`src/rtl/core/mcst_pkg.sv`:
```
// Package for the multi-channel soft timer: sizes, operation and state codes,
// slot table entry layout. No dependencies.
`default_nettype none
package mcst_pkg;

  localparam int TIMERS      = 8;
  localparam int TICK_MS     = 10;
  localparam int MAX_RESULTS = 8;

  localparam int OP_W     = 4;
  localparam int SLOT_W   = 7;
  localparam int PMS_W    = 32;
  localparam int PER_W    = 29;
  localparam int REM_MS_W = 33;
  localparam int TICK_W   = 32;

  localparam int IDX_W  = (TIMERS > 1) ? $clog2(TIMERS) : 1;
  localparam int CNT_W  = $clog2(TIMERS + 1);
  localparam int REP_W  = $clog2(MAX_RESULTS + 1);
  // Dividend for the rounded-up conversion is interval_ms + TICK_MS - 1.
  localparam int DIVD_W = PMS_W + 1;

  // Exact floor divide by TICK_MS for any DIVD_W-bit dividend:
  // q = (x * REC_MUL) >> REC_SH, REC_MUL = ceil(2^REC_SH / TICK_MS).
  localparam int REC_SH   = DIVD_W + $clog2(TICK_MS);
  localparam int REC_W    = DIVD_W + 1;
  localparam int REC_HALF = (REC_W + 1) / 2;
  localparam int PART_W   = DIVD_W + REC_HALF;
  localparam int PROD_W   = DIVD_W + 2 * REC_HALF;
  localparam longint unsigned REC_MUL =
    ((64'd1 << REC_SH) + 64'(TICK_MS) - 64'd1) / 64'(TICK_MS);
  localparam logic [REC_HALF-1:0] REC_LO = REC_HALF'(REC_MUL);
  localparam logic [REC_HALF-1:0] REC_HI = REC_HALF'(REC_MUL >> REC_HALF);

  typedef enum logic [OP_W-1:0] {
    OP_TICK          = 4'd0,
    OP_CREATE        = 4'd1,
    OP_DESTROY       = 4'd2,
    OP_START         = 4'd3,
    OP_STOP          = 4'd4,
    OP_PAUSE         = 4'd5,
    OP_RESUME        = 4'd6,
    OP_SET_PERIOD    = 4'd7,
    OP_GET_STATE     = 4'd8,
    OP_GET_REMAINING = 4'd9,
    OP_GET_TICKS     = 4'd10
  } op_t;

  typedef enum logic [1:0] {
    RS_STOPPED = 2'd0,
    RS_RUNNING = 2'd1,
    RS_PAUSED  = 2'd2
  } run_state_t;

  typedef enum logic [2:0] {
    ST_IDLE,
    ST_DIV,
    ST_SLOT_RD,
    ST_SLOT_OP,
    ST_TICK_SCAN,
    ST_TICK_DONE
  } fsm_t;

  typedef struct packed {
    logic             mode;
    logic [1:0]       run_state;
    logic [PER_W-1:0] period;
    logic [PER_W-1:0] remaining;
  } slot_entry_t;

endpackage
`default_nettype wire

```
`src/rtl/core/multi_channel_soft_timer_unit.sv`:
```
// Multi-channel soft timer: slot table in a synchronous RAM, command FSM,
// two-step reciprocal ms-to-tick converter. Depends on mcst_pkg.
//
// Steps to the last result: read, modify/write and output register for the slot ops
//   and get_ticks; create and set_period first take two multiply steps by 1/TICK_MS;
//   tick scans the table one slot per cycle, then emits its final result.
// Throughput: one transaction at a time; busy drops as the last result is registered, so
//   the next is taken at the edge that ends that strobe. Results cannot be stalled.
// Reset: synchronous; clears in-use marks, FSM and tick counter; the RAM is gated by them.
`default_nettype none
module multi_channel_soft_timer_unit (
  input  wire logic                            clk,
  input  wire logic                            rst,
  input  wire logic                            start,
  output      logic                            busy,
  input  wire logic [mcst_pkg::OP_W-1:0]       operation,
  input  wire logic [mcst_pkg::SLOT_W-1:0]     handle,
  input  wire logic                            mode,
  input  wire logic [mcst_pkg::PMS_W-1:0]      interval_ms,
  output      logic                            done,
  output      logic                            ok,
  output      logic [mcst_pkg::SLOT_W-1:0]     slot,
  output      logic                            expired,
  output      logic [1:0]                      timer_state,
  output      logic [mcst_pkg::REM_MS_W-1:0]   remaining_ms,
  output      logic [mcst_pkg::TICK_W-1:0]     tick_total,
  output      logic                            last
);

  // ---------------------------------------------------------------------------
  // State
  // ---------------------------------------------------------------------------
  mcst_pkg::fsm_t state, state_next;

  // Captured command
  mcst_pkg::op_t                 op_reg;
  logic [mcst_pkg::SLOT_W-1:0]   handle_reg;
  logic                          mode_reg;

  // In-use marks live in flops: they reset at once and drive the free search.
  logic [mcst_pkg::TIMERS-1:0]   in_use;
  logic [mcst_pkg::TICK_W-1:0]   tick_count;

  // Reciprocal divide: high half product first, then shift and add the low half.
  logic [mcst_pkg::DIVD_W-1:0]   div_x;
  logic                          div_phase;
  logic [mcst_pkg::REC_HALF-1:0] div_coef;
  logic [mcst_pkg::PART_W-1:0]   div_part;
  logic [mcst_pkg::PROD_W-1:0]   div_prod;

  // Tick scan: cnt is the read index, cnt-1 the slot whose data is back.
  logic [mcst_pkg::CNT_W-1:0]    cnt;
  logic [mcst_pkg::CNT_W-1:0]    cnt_m1;
  logic [mcst_pkg::IDX_W-1:0]    proc_idx;
  logic [mcst_pkg::REP_W-1:0]    rep_cnt;
  logic                          pend_valid;
  logic [mcst_pkg::SLOT_W-1:0]   pend_slot;

  // Slot RAM
  mcst_pkg::slot_entry_t         mem [mcst_pkg::TIMERS];
  mcst_pkg::slot_entry_t         mem_rd_data;
  logic                          mem_rd_en;
  logic [mcst_pkg::IDX_W-1:0]    mem_rd_addr;
  logic                          mem_wr_en;
  logic [mcst_pkg::IDX_W-1:0]    mem_wr_addr;
  mcst_pkg::slot_entry_t         mem_wr_data;

  // In-use updates
  logic                          use_set;
  logic                          use_clr;
  logic [mcst_pkg::IDX_W-1:0]    use_idx;

  // Result emission (registered onto the ports)
  logic                          emit;
  logic                          emit_ok;
  logic [mcst_pkg::SLOT_W-1:0]   emit_slot;
  logic                          emit_expired;
  logic [1:0]                    emit_state;
  logic [mcst_pkg::REM_MS_W-1:0] emit_rem_ms;
  logic                          emit_last;
  logic                          pend_load;
  logic [mcst_pkg::SLOT_W-1:0]   pend_slot_next;

  // Decode helpers
  logic                          accept;
  logic                          handle_ok;
  logic [mcst_pkg::SLOT_W-1:0]   handle_m1;
  logic [mcst_pkg::IDX_W-1:0]    hidx;
  logic                          slot_valid;
  logic                          any_free;
  logic [mcst_pkg::IDX_W-1:0]    free_idx;
  logic [mcst_pkg::PER_W-1:0]    per_ticks;
  logic [mcst_pkg::PER_W-1:0]    rem_dec;

  assign busy   = (state != mcst_pkg::ST_IDLE);
  assign accept = start && !busy;

  assign handle_ok  = (handle_reg != '0) &&
                      (handle_reg <= mcst_pkg::SLOT_W'(mcst_pkg::TIMERS));
  assign handle_m1  = handle_reg - 1'b1;
  assign hidx       = handle_m1[mcst_pkg::IDX_W-1:0];
  assign slot_valid = handle_ok && in_use[hidx];
  assign per_ticks  = div_prod[mcst_pkg::REC_SH +: mcst_pkg::PER_W];

  assign cnt_m1   = cnt - 1'b1;
  assign proc_idx = cnt_m1[mcst_pkg::IDX_W-1:0];

  // Partial product of the dividend with one half of the constant reciprocal
  assign div_coef = div_phase ? mcst_pkg::REC_LO : mcst_pkg::REC_HI;
  assign div_part = mcst_pkg::PART_W'(div_x) * mcst_pkg::PART_W'(div_coef);

  // Lowest free slot
  always_comb begin
    any_free = 1'b0;
    free_idx = '0;
    for (int i = mcst_pkg::TIMERS - 1; i >= 0; i--) begin
      if (!in_use[i]) begin
        any_free = 1'b1;
        free_idx = mcst_pkg::IDX_W'(i);
      end
    end
  end

  // Decrement saturates at zero: a zero-period slot expires every tick.
  assign rem_dec = (mem_rd_data.remaining != '0) ? (mem_rd_data.remaining - 1'b1)
                                                 : '0;

  // ---------------------------------------------------------------------------
  // Next state
  // ---------------------------------------------------------------------------
  always_comb begin
    state_next = state;
    case (state)
      mcst_pkg::ST_IDLE: begin
        if (accept) begin
          if (mcst_pkg::op_t'(operation) == mcst_pkg::OP_TICK) begin
            state_next = mcst_pkg::ST_TICK_SCAN;
          end else if (mcst_pkg::op_t'(operation) == mcst_pkg::OP_CREATE ||
                       mcst_pkg::op_t'(operation) == mcst_pkg::OP_SET_PERIOD) begin
            state_next = mcst_pkg::ST_DIV;
          end else begin
            state_next = mcst_pkg::ST_SLOT_RD;
          end
        end
      end
      mcst_pkg::ST_DIV: begin
        if (div_phase) begin
          state_next = mcst_pkg::ST_SLOT_RD;
        end
      end
      mcst_pkg::ST_SLOT_RD:   state_next = mcst_pkg::ST_SLOT_OP;
      mcst_pkg::ST_SLOT_OP:   state_next = mcst_pkg::ST_IDLE;
      mcst_pkg::ST_TICK_SCAN: begin
        if (cnt == mcst_pkg::CNT_W'(mcst_pkg::TIMERS)) begin
          state_next = mcst_pkg::ST_TICK_DONE;
        end
      end
      mcst_pkg::ST_TICK_DONE: state_next = mcst_pkg::ST_IDLE;
      default:                state_next = mcst_pkg::ST_IDLE;
    endcase
  end

  // ---------------------------------------------------------------------------
  // Outputs of the FSM: RAM access, in-use updates, result emission
  // ---------------------------------------------------------------------------
  always_comb begin
    mem_rd_en      = 1'b0;
    mem_rd_addr    = hidx;
    mem_wr_en      = 1'b0;
    mem_wr_addr    = hidx;
    mem_wr_data    = mem_rd_data;
    use_set        = 1'b0;
    use_clr        = 1'b0;
    use_idx        = hidx;
    emit           = 1'b0;
    emit_ok        = 1'b0;
    emit_slot      = '0;
    emit_expired   = 1'b0;
    emit_state     = mcst_pkg::RS_STOPPED;
    emit_rem_ms    = '0;
    emit_last      = 1'b1;
    pend_load      = 1'b0;
    pend_slot_next = mcst_pkg::SLOT_W'(proc_idx) + 1'b1;

    case (state)
      mcst_pkg::ST_SLOT_RD: begin
        mem_rd_en = 1'b1;
      end

      mcst_pkg::ST_SLOT_OP: begin
        emit = 1'b1;
        case (op_reg)
          mcst_pkg::OP_CREATE: begin
            // Fresh slot: stopped, remaining loaded with the period
            emit_ok                = any_free;
            emit_slot              = any_free ? (mcst_pkg::SLOT_W'(free_idx) + 1'b1) : '0;
            mem_wr_en              = any_free;
            mem_wr_addr            = free_idx;
            mem_wr_data.mode       = mode_reg;
            mem_wr_data.run_state  = mcst_pkg::RS_STOPPED;
            mem_wr_data.period     = per_ticks;
            mem_wr_data.remaining  = per_ticks;
            use_set                = any_free;
            use_idx                = free_idx;
          end
          mcst_pkg::OP_DESTROY: begin
            emit_ok               = slot_valid;
            mem_wr_en             = slot_valid;
            mem_wr_data.run_state = mcst_pkg::RS_STOPPED;
            use_clr               = slot_valid;
          end
          mcst_pkg::OP_START: begin
            emit_ok               = slot_valid;
            mem_wr_en             = slot_valid;
            mem_wr_data.remaining = mem_rd_data.period;
            mem_wr_data.run_state = mcst_pkg::RS_RUNNING;
          end
          mcst_pkg::OP_STOP: begin
            emit_ok               = slot_valid;
            mem_wr_en             = slot_valid;
            mem_wr_data.remaining = '0;
            mem_wr_data.run_state = mcst_pkg::RS_STOPPED;
          end
          mcst_pkg::OP_PAUSE: begin
            emit_ok               = slot_valid &&
                                    (mem_rd_data.run_state == mcst_pkg::RS_RUNNING);
            mem_wr_en             = emit_ok;
            mem_wr_data.run_state = mcst_pkg::RS_PAUSED;
          end
          mcst_pkg::OP_RESUME: begin
            emit_ok               = slot_valid &&
                                    (mem_rd_data.run_state == mcst_pkg::RS_PAUSED);
            mem_wr_en             = emit_ok;
            mem_wr_data.run_state = mcst_pkg::RS_RUNNING;
          end
          mcst_pkg::OP_SET_PERIOD: begin
            // Reload only a running slot
            emit_ok            = slot_valid;
            mem_wr_en          = slot_valid;
            mem_wr_data.period = per_ticks;
            if (mem_rd_data.run_state == mcst_pkg::RS_RUNNING) begin
              mem_wr_data.remaining = per_ticks;
            end
          end
          mcst_pkg::OP_GET_STATE: begin
            emit_ok    = slot_valid;
            emit_state = slot_valid ? mem_rd_data.run_state : mcst_pkg::RS_STOPPED;
          end
          mcst_pkg::OP_GET_REMAINING: begin
            emit_ok     = slot_valid;
            emit_rem_ms = slot_valid ?
                          (mcst_pkg::REM_MS_W'(mem_rd_data.remaining) *
                           mcst_pkg::REM_MS_W'(mcst_pkg::TICK_MS)) : '0;
          end
          mcst_pkg::OP_GET_TICKS: begin
            emit_ok = 1'b1;
          end
          default: begin
            emit_ok = 1'b0;
          end
        endcase
      end

      mcst_pkg::ST_TICK_SCAN: begin
        // Issue the read for slot cnt, process the slot read last cycle
        mem_rd_en   = (cnt < mcst_pkg::CNT_W'(mcst_pkg::TIMERS));
        mem_rd_addr = cnt[mcst_pkg::IDX_W-1:0];
        mem_wr_addr = proc_idx;
        if (cnt != '0 && in_use[proc_idx] &&
            mem_rd_data.run_state == mcst_pkg::RS_RUNNING) begin
          mem_wr_en             = 1'b1;
          mem_wr_data.remaining = rem_dec;
          if (rem_dec == '0) begin
            if (mem_rd_data.mode) begin
              mem_wr_data.remaining = mem_rd_data.period;
            end else begin
              mem_wr_data.run_state = mcst_pkg::RS_STOPPED;
            end
            if (rep_cnt < mcst_pkg::REP_W'(mcst_pkg::MAX_RESULTS)) begin
              // Hold this expiry; release the one held before, not last
              pend_load    = 1'b1;
              emit         = pend_valid;
              emit_ok      = 1'b1;
              emit_slot    = pend_slot;
              emit_expired = 1'b1;
              emit_last    = 1'b0;
            end
          end
        end
      end

      mcst_pkg::ST_TICK_DONE: begin
        emit         = 1'b1;
        emit_ok      = 1'b1;
        emit_slot    = pend_valid ? pend_slot : '0;
        emit_expired = pend_valid;
        emit_last    = 1'b1;
      end

      default: begin
        emit = 1'b0;
      end
    endcase
  end

  // ---------------------------------------------------------------------------
  // Slot RAM: one write, one registered read per cycle
  // ---------------------------------------------------------------------------
  always_ff @(posedge clk) begin
    if (mem_wr_en) begin
      mem[mem_wr_addr] <= mem_wr_data;
    end
    if (mem_rd_en) begin
      mem_rd_data <= mem[mem_rd_addr];
    end
  end

  // ---------------------------------------------------------------------------
  // Control and datapath registers
  // ---------------------------------------------------------------------------
  always_ff @(posedge clk) begin
    if (rst) begin
      state      <= mcst_pkg::ST_IDLE;
      in_use     <= '0;
      tick_count <= '0;
      done       <= 1'b0;
      pend_valid <= 1'b0;
      rep_cnt    <= '0;
      cnt        <= '0;
      div_phase  <= 1'b0;
    end else begin
      state <= state_next;
      done  <= emit;

      if (accept) begin
        op_reg     <= mcst_pkg::op_t'(operation);
        handle_reg <= handle;
        mode_reg   <= mode;
        cnt        <= '0;
        rep_cnt    <= '0;
        pend_valid <= 1'b0;
        div_phase  <= 1'b0;
        div_x      <= mcst_pkg::DIVD_W'(interval_ms) +
                      mcst_pkg::DIVD_W'(mcst_pkg::TICK_MS - 1);
        if (mcst_pkg::op_t'(operation) == mcst_pkg::OP_TICK) begin
          tick_count <= tick_count + 1'b1;
        end
      end

      if (state == mcst_pkg::ST_DIV) begin
        div_phase <= 1'b1;
        if (div_phase) begin
          div_prod <= (div_prod << mcst_pkg::REC_HALF) + mcst_pkg::PROD_W'(div_part);
        end else begin
          div_prod <= mcst_pkg::PROD_W'(div_part);
        end
      end

      if (state == mcst_pkg::ST_TICK_SCAN) begin
        cnt <= cnt + 1'b1;
      end

      if (pend_load) begin
        pend_valid <= 1'b1;
        pend_slot  <= pend_slot_next;
        rep_cnt    <= rep_cnt + 1'b1;
      end

      if (use_set) begin
        in_use[use_idx] <= 1'b1;
      end
      if (use_clr) begin
        in_use[use_idx] <= 1'b0;
      end
    end

    // Result payload: no reset needed
    if (emit) begin
      ok           <= emit_ok;
      slot         <= emit_slot;
      expired      <= emit_expired;
      timer_state  <= emit_state;
      remaining_ms <= emit_rem_ms;
      tick_total   <= tick_count;
      last         <= emit_last;
    end
  end

  // ---------------------------------------------------------------------------
  // Assertions
  // ---------------------------------------------------------------------------
  a_no_write_idle: assert property (@(posedge clk) disable iff (rst)
    (state == mcst_pkg::ST_IDLE) |-> !mem_wr_en)
    else $error("slot RAM written while idle");

  a_accept_busy: assert property (@(posedge clk) disable iff (rst)
    accept |=> busy)
    else $error("accepted transaction did not raise busy");

  a_mid_result_in_tick: assert property (@(posedge clk) disable iff (rst)
    (emit && !emit_last) |-> (state == mcst_pkg::ST_TICK_SCAN))
    else $error("non-final result outside a tick scan");

  a_expiry_ok: assert property (@(posedge clk) disable iff (rst)
    (done && expired) |-> (ok && slot != '0))
    else $error("expiry result without ok or slot");

  a_rep_bound: assert property (@(posedge clk) disable iff (rst)
    rep_cnt <= mcst_pkg::REP_W'(mcst_pkg::MAX_RESULTS))
    else $error("expiry report count beyond limit");

endmodule
`default_nettype wire

```
`config.mk`:
```
export PLATFORM = sky130hd
export DESIGN_NAME = multi_channel_soft_timer_unit
export DESIGN_NICKNAME = d
export VERILOG_FILES = /design/src/rtl/core/mcst_pkg.sv /design/src/rtl/core/multi_channel_soft_timer_unit.sv
export SDC_FILE = /design/constraint.sdc
export NUM_CORES = 2
export LEC_CHECK = 0
export BUFFER_PORTS_ARGS = -buffer_cell sky130_fd_sc_hd__buf_2
export CAP_MARGIN = 20
export CORE_ASPECT_RATIO = 1.2
export CORE_MARGIN = 5
export CORE_UTILIZATION = 35
export CTS_CLUSTER_DIAMETER = 60
export CTS_CLUSTER_SIZE = 20
export DETAILED_ROUTE_END_ITERATION = 8
export PLACE_DENSITY = 0.54
export SYNTH_ARGS = -nofsm -noshare
export SYNTH_HDL_FRONTEND = slang
export SYNTH_SLANG_ARGS = --single-unit
```
`constraint.sdc`:
```
create_clock -name clk -period 10 [get_ports clk]
set_input_delay 1.5 -clock clk [delete_from_list [all_inputs] [get_ports clk]]
set_output_delay 1.5 -clock clk [all_outputs]
set_load 0.02 [all_outputs]
```
==> summary.txt <==
Synth
  – Sequential cell area fraction in the yosys report: 0.468
  – Xor/xnor cell area share of the yosys netlist: 0.0333
  – Mapped Cells: 3,972
  – Synth Cell Area: 49,600 um^2
  – Synth Area per Inst: 12.5 um^2
  – Yosys reg bits: 791
  – Unique masters post-synth: 95
  – EDFF count, synth: 737
  – Main combinational cell family by area after synthesis: adder cells
  – Ys Warns: 0
  – Synth Flop Type: edfxtp_1
  – FFs w/ async S/R, synth: 0
  – Synth Area in Simple Gates: 0.0816
  – Post-Synth Adder-Cell Area: 0.202
  – Area fraction in compound gates after synthesis: 0.0778
  – Share of synthesized area spent on multiplexers: 0.0836

Setup path
  – Setup CP Type: register to register
  – Most common cell on crit path: inv_1
  – Buffer and inverter count on the worst path: 7
  – Largest stage delay, worst path: 0.54 ns
  – CP max stage cell: fa_1
  – FF-to-FF End: div_prod[46]$_DFFE_PP_
  – R2R depth: 34
  – Crit path max fanout: 5
  – Worst r2r src: div_x[12]$_DFFE_PP_
  – Critical path's top delay family: adder cells
  – CP required: 10.42 ns
  – Crit path launch type: register
  – Reg2reg setup slack: 0.61 ns
  – Crit path DAT: 9.81 ns
  – Crit. End Element: register

Die
  – # IOs: 126
  – Die Wd: 354 um
  – Die Y-Extent: 423 um
  – Die Footprint: 149,000 um^2
  – # rows: 151
  – Core area: 141,000 um^2
  – Starting density of the core: 0.352

Timing
  – Slew HR: 0.279
  – Final hold vios: 0
  – Number of setup violations in the final report: 0
  – Min cycle time layout: 9.39 ns
  – Max Freq: 106 MHz
  – Final setup TNS: 0 ns
  – Post-route clock period utilization: 0.939
  – Worst slew pin tran: 1.08 ns
  – Pins Over Slew Limit: 0
  – Layout Skew: 0.0534 ns
  – RSZ-0062 raised after global routing: false

CTS
  – PostCTS Resize Cnt: 0
  – Clk buf depth: 3
  – CTS root buf: clkbuf_16
  – Clock insertion delay at the later pin of the skew report: 0.70 ns
  – H-tree depth: 3
  – Clock tree from TritonCTS: yes
  – CTS Sinks: 791
  – Cts bufs inserted: 73
  – Post-CTS Setup Bufs: 0
  – CTS Hold Bufs: 0
  – Clock slew at reported path FFs: 0.07 ns

Global route
  – Vias in the first global route: 31,700
  – First-pass GRT wire length: 193,000 um
  – Largest net degree at the start of global routing: 123
  – GRT Residual Overflow: 0
  – Initial antenna violation count: 3
  – Total track usage: 0.167

Min path
  – Hold_sp: tick_count[31]$_SDFFE_PP0P_
  – Hold path cells: 0
  – Min-Delay Path Class: register to register
  – WHS Endpoint: tick_total[31]$_DFFE_PP_

Routing
  – DRC: 0
  – Drt first-iter violations: 1,920
  – Drt first pass iters: 5
  – Vias: 30,600
  – Final WL: 125,000 um
  – Post-route ant nets: 0
  – Routed WL per cell: 20.8 um
  – Drt via density: 5.09

Finish
  – Max FFs per register: 488
  – Fraction of layout cells with a size suffix above 1: 0.140
  – Area Growth Syn to Fin: 11.3%
  – Nets: 4,781
  – Most frequent cells in the layout: edfxtp_1 (737), inv_1 (567), fa_1 (314)
  – Commonest non-fill, non-tap cell in the layout: edfxtp_1
  – Fillers: 13,400
  – Largest Register: mem
  – Biggest regs: mem (488), div_prod (66), mem_rd_data (61)

Job
  – Max-cap viol count: 0

Placed design
  – DP HPWL: 91,300 um
  – Port bufs: 121
  – Gpl congestion: 0.897

Status
  – Status: finished, final reports clean
[cell usage after synthesis, drive strengths merged (5+ instances only)]
cell type    n  area, um^2
and4         7        61.3
inv        567        2130
o31ai        7        57.6
o21bai      17         128
a211oi      24         185
a22oi       20         150
mux4       126        2840
or4          6        45.0
mux2       113        1270
and2        25         156
or2         15        93.8
nand3       59         295
a221oi       7        61.3
or3         32         210
o22ai        8        50.1
nand2      252         948
a222oi       5        50.1
edfxtp     737       22100
nor4        11        75.1
a22o         9        78.8
clkbuf     105         394
ha         300        3750
o221ai       6        52.6
a21o        74         556
fa         314        6290
dfxtp       54        1080
nor2       219         825
a21oi      167         836
nor2b       43         269
xor2        80         701
nand2b      32         200
and3        40         250
nor3        41         215
buf         28         135
o211ai       7        52.6
o21ai      138         691
a31oi       19         119
a211o        5        45.0
o21a        12        90.1
nor3b        6        50.1
a2111oi      8        76.3
nand4       37         231
xnor2      109         955
[cell families (layout without fill, tap and decap cells)]
family                     Yosys count  count (layout)
muxes                              243             243
and+or+nand+nor                    839             839
buffers and inverters              701             870
DFF                                791             791
adders and majority gates          614             614
AOI/OAI and AO/OA                  593             593
xor gates and xnor gates           189             189
other                                2              39
[per-stage QoR]
| step | utilization | std cells | hold slack, ns | area [um^2] | setup WS (ns) |
|---|---|---|---|---|---|
| floorplan | - | 4007 | 0.417 | 49800 | 1.10 |
| global placement | 0.373 | 5879 | 0.442 | 52700 | 0.523 |
| detailed placement | 0.373 | 5881 | 0.443 | 52700 | 0.362 |
| CTS | 0.391 | 6012 | 0.450 | 55300 | 0.321 |
| global route | 0.392 | 6013 | 0.474 | 55300 | 0.114 |
| finish | 0.392 | 6014 | 0.448 | 55300 | 0.610 |
[final cells by class]
class	count	area, um^2	share of cell area
Clock buffer	75	1860	0.0336
Multi-Input combinational cell	2515	24000	0.435
Clock inverter	56	692	0.0125
Antenna cell	2	5.00	0.0000906
Inverter	568	2130	0.0386
Sequential cell	791	23200	0.420
Tap cell	1836	2300	0.0416
Timing Repair Buffer	171	1030	0.0187
[worst max-delay path by stage]
stage          slack (ns)              startpoint  cells past startpoint                    endpoint
6_report             0.61     div_x[12]$_DFFE_PP_                     34      div_prod[46]$_DFFE_PP_
5_1_grt              0.11  div_phase$_SDFFE_PP0P_                     36      div_prod[46]$_DFFE_PP_
4_1_cts              0.32      div_x[9]$_DFFE_PP_                     36      div_prod[46]$_DFFE_PP_
3_5_place_dp         0.36      div_x[9]$_DFFE_PP_                     36      div_prod[46]$_DFFE_PP_
3_3_place_gp         0.52      div_x[9]$_DFFE_PP_                     36      div_prod[46]$_DFFE_PP_
2_1_floorplan        1.10  div_phase$_SDFFE_PP0P_                     38  div_prod[62]$_SDFFCE_PN0P_
[routing by layer]
layer / track usage / wire (um) / share of wire
met5: 0 / 0 / 0
met4: 0.0483 / 3250 / 0.026
met3: 0.0195 / 4590 / 0.037
met2: 0.303 / 64500 / 0.52
met1: 0.209 / 52700 / 0.42
Power is left out: the tool's default activity adds up to more than one toggle a clock period on the data nets, which glitch-free logic cannot reach.
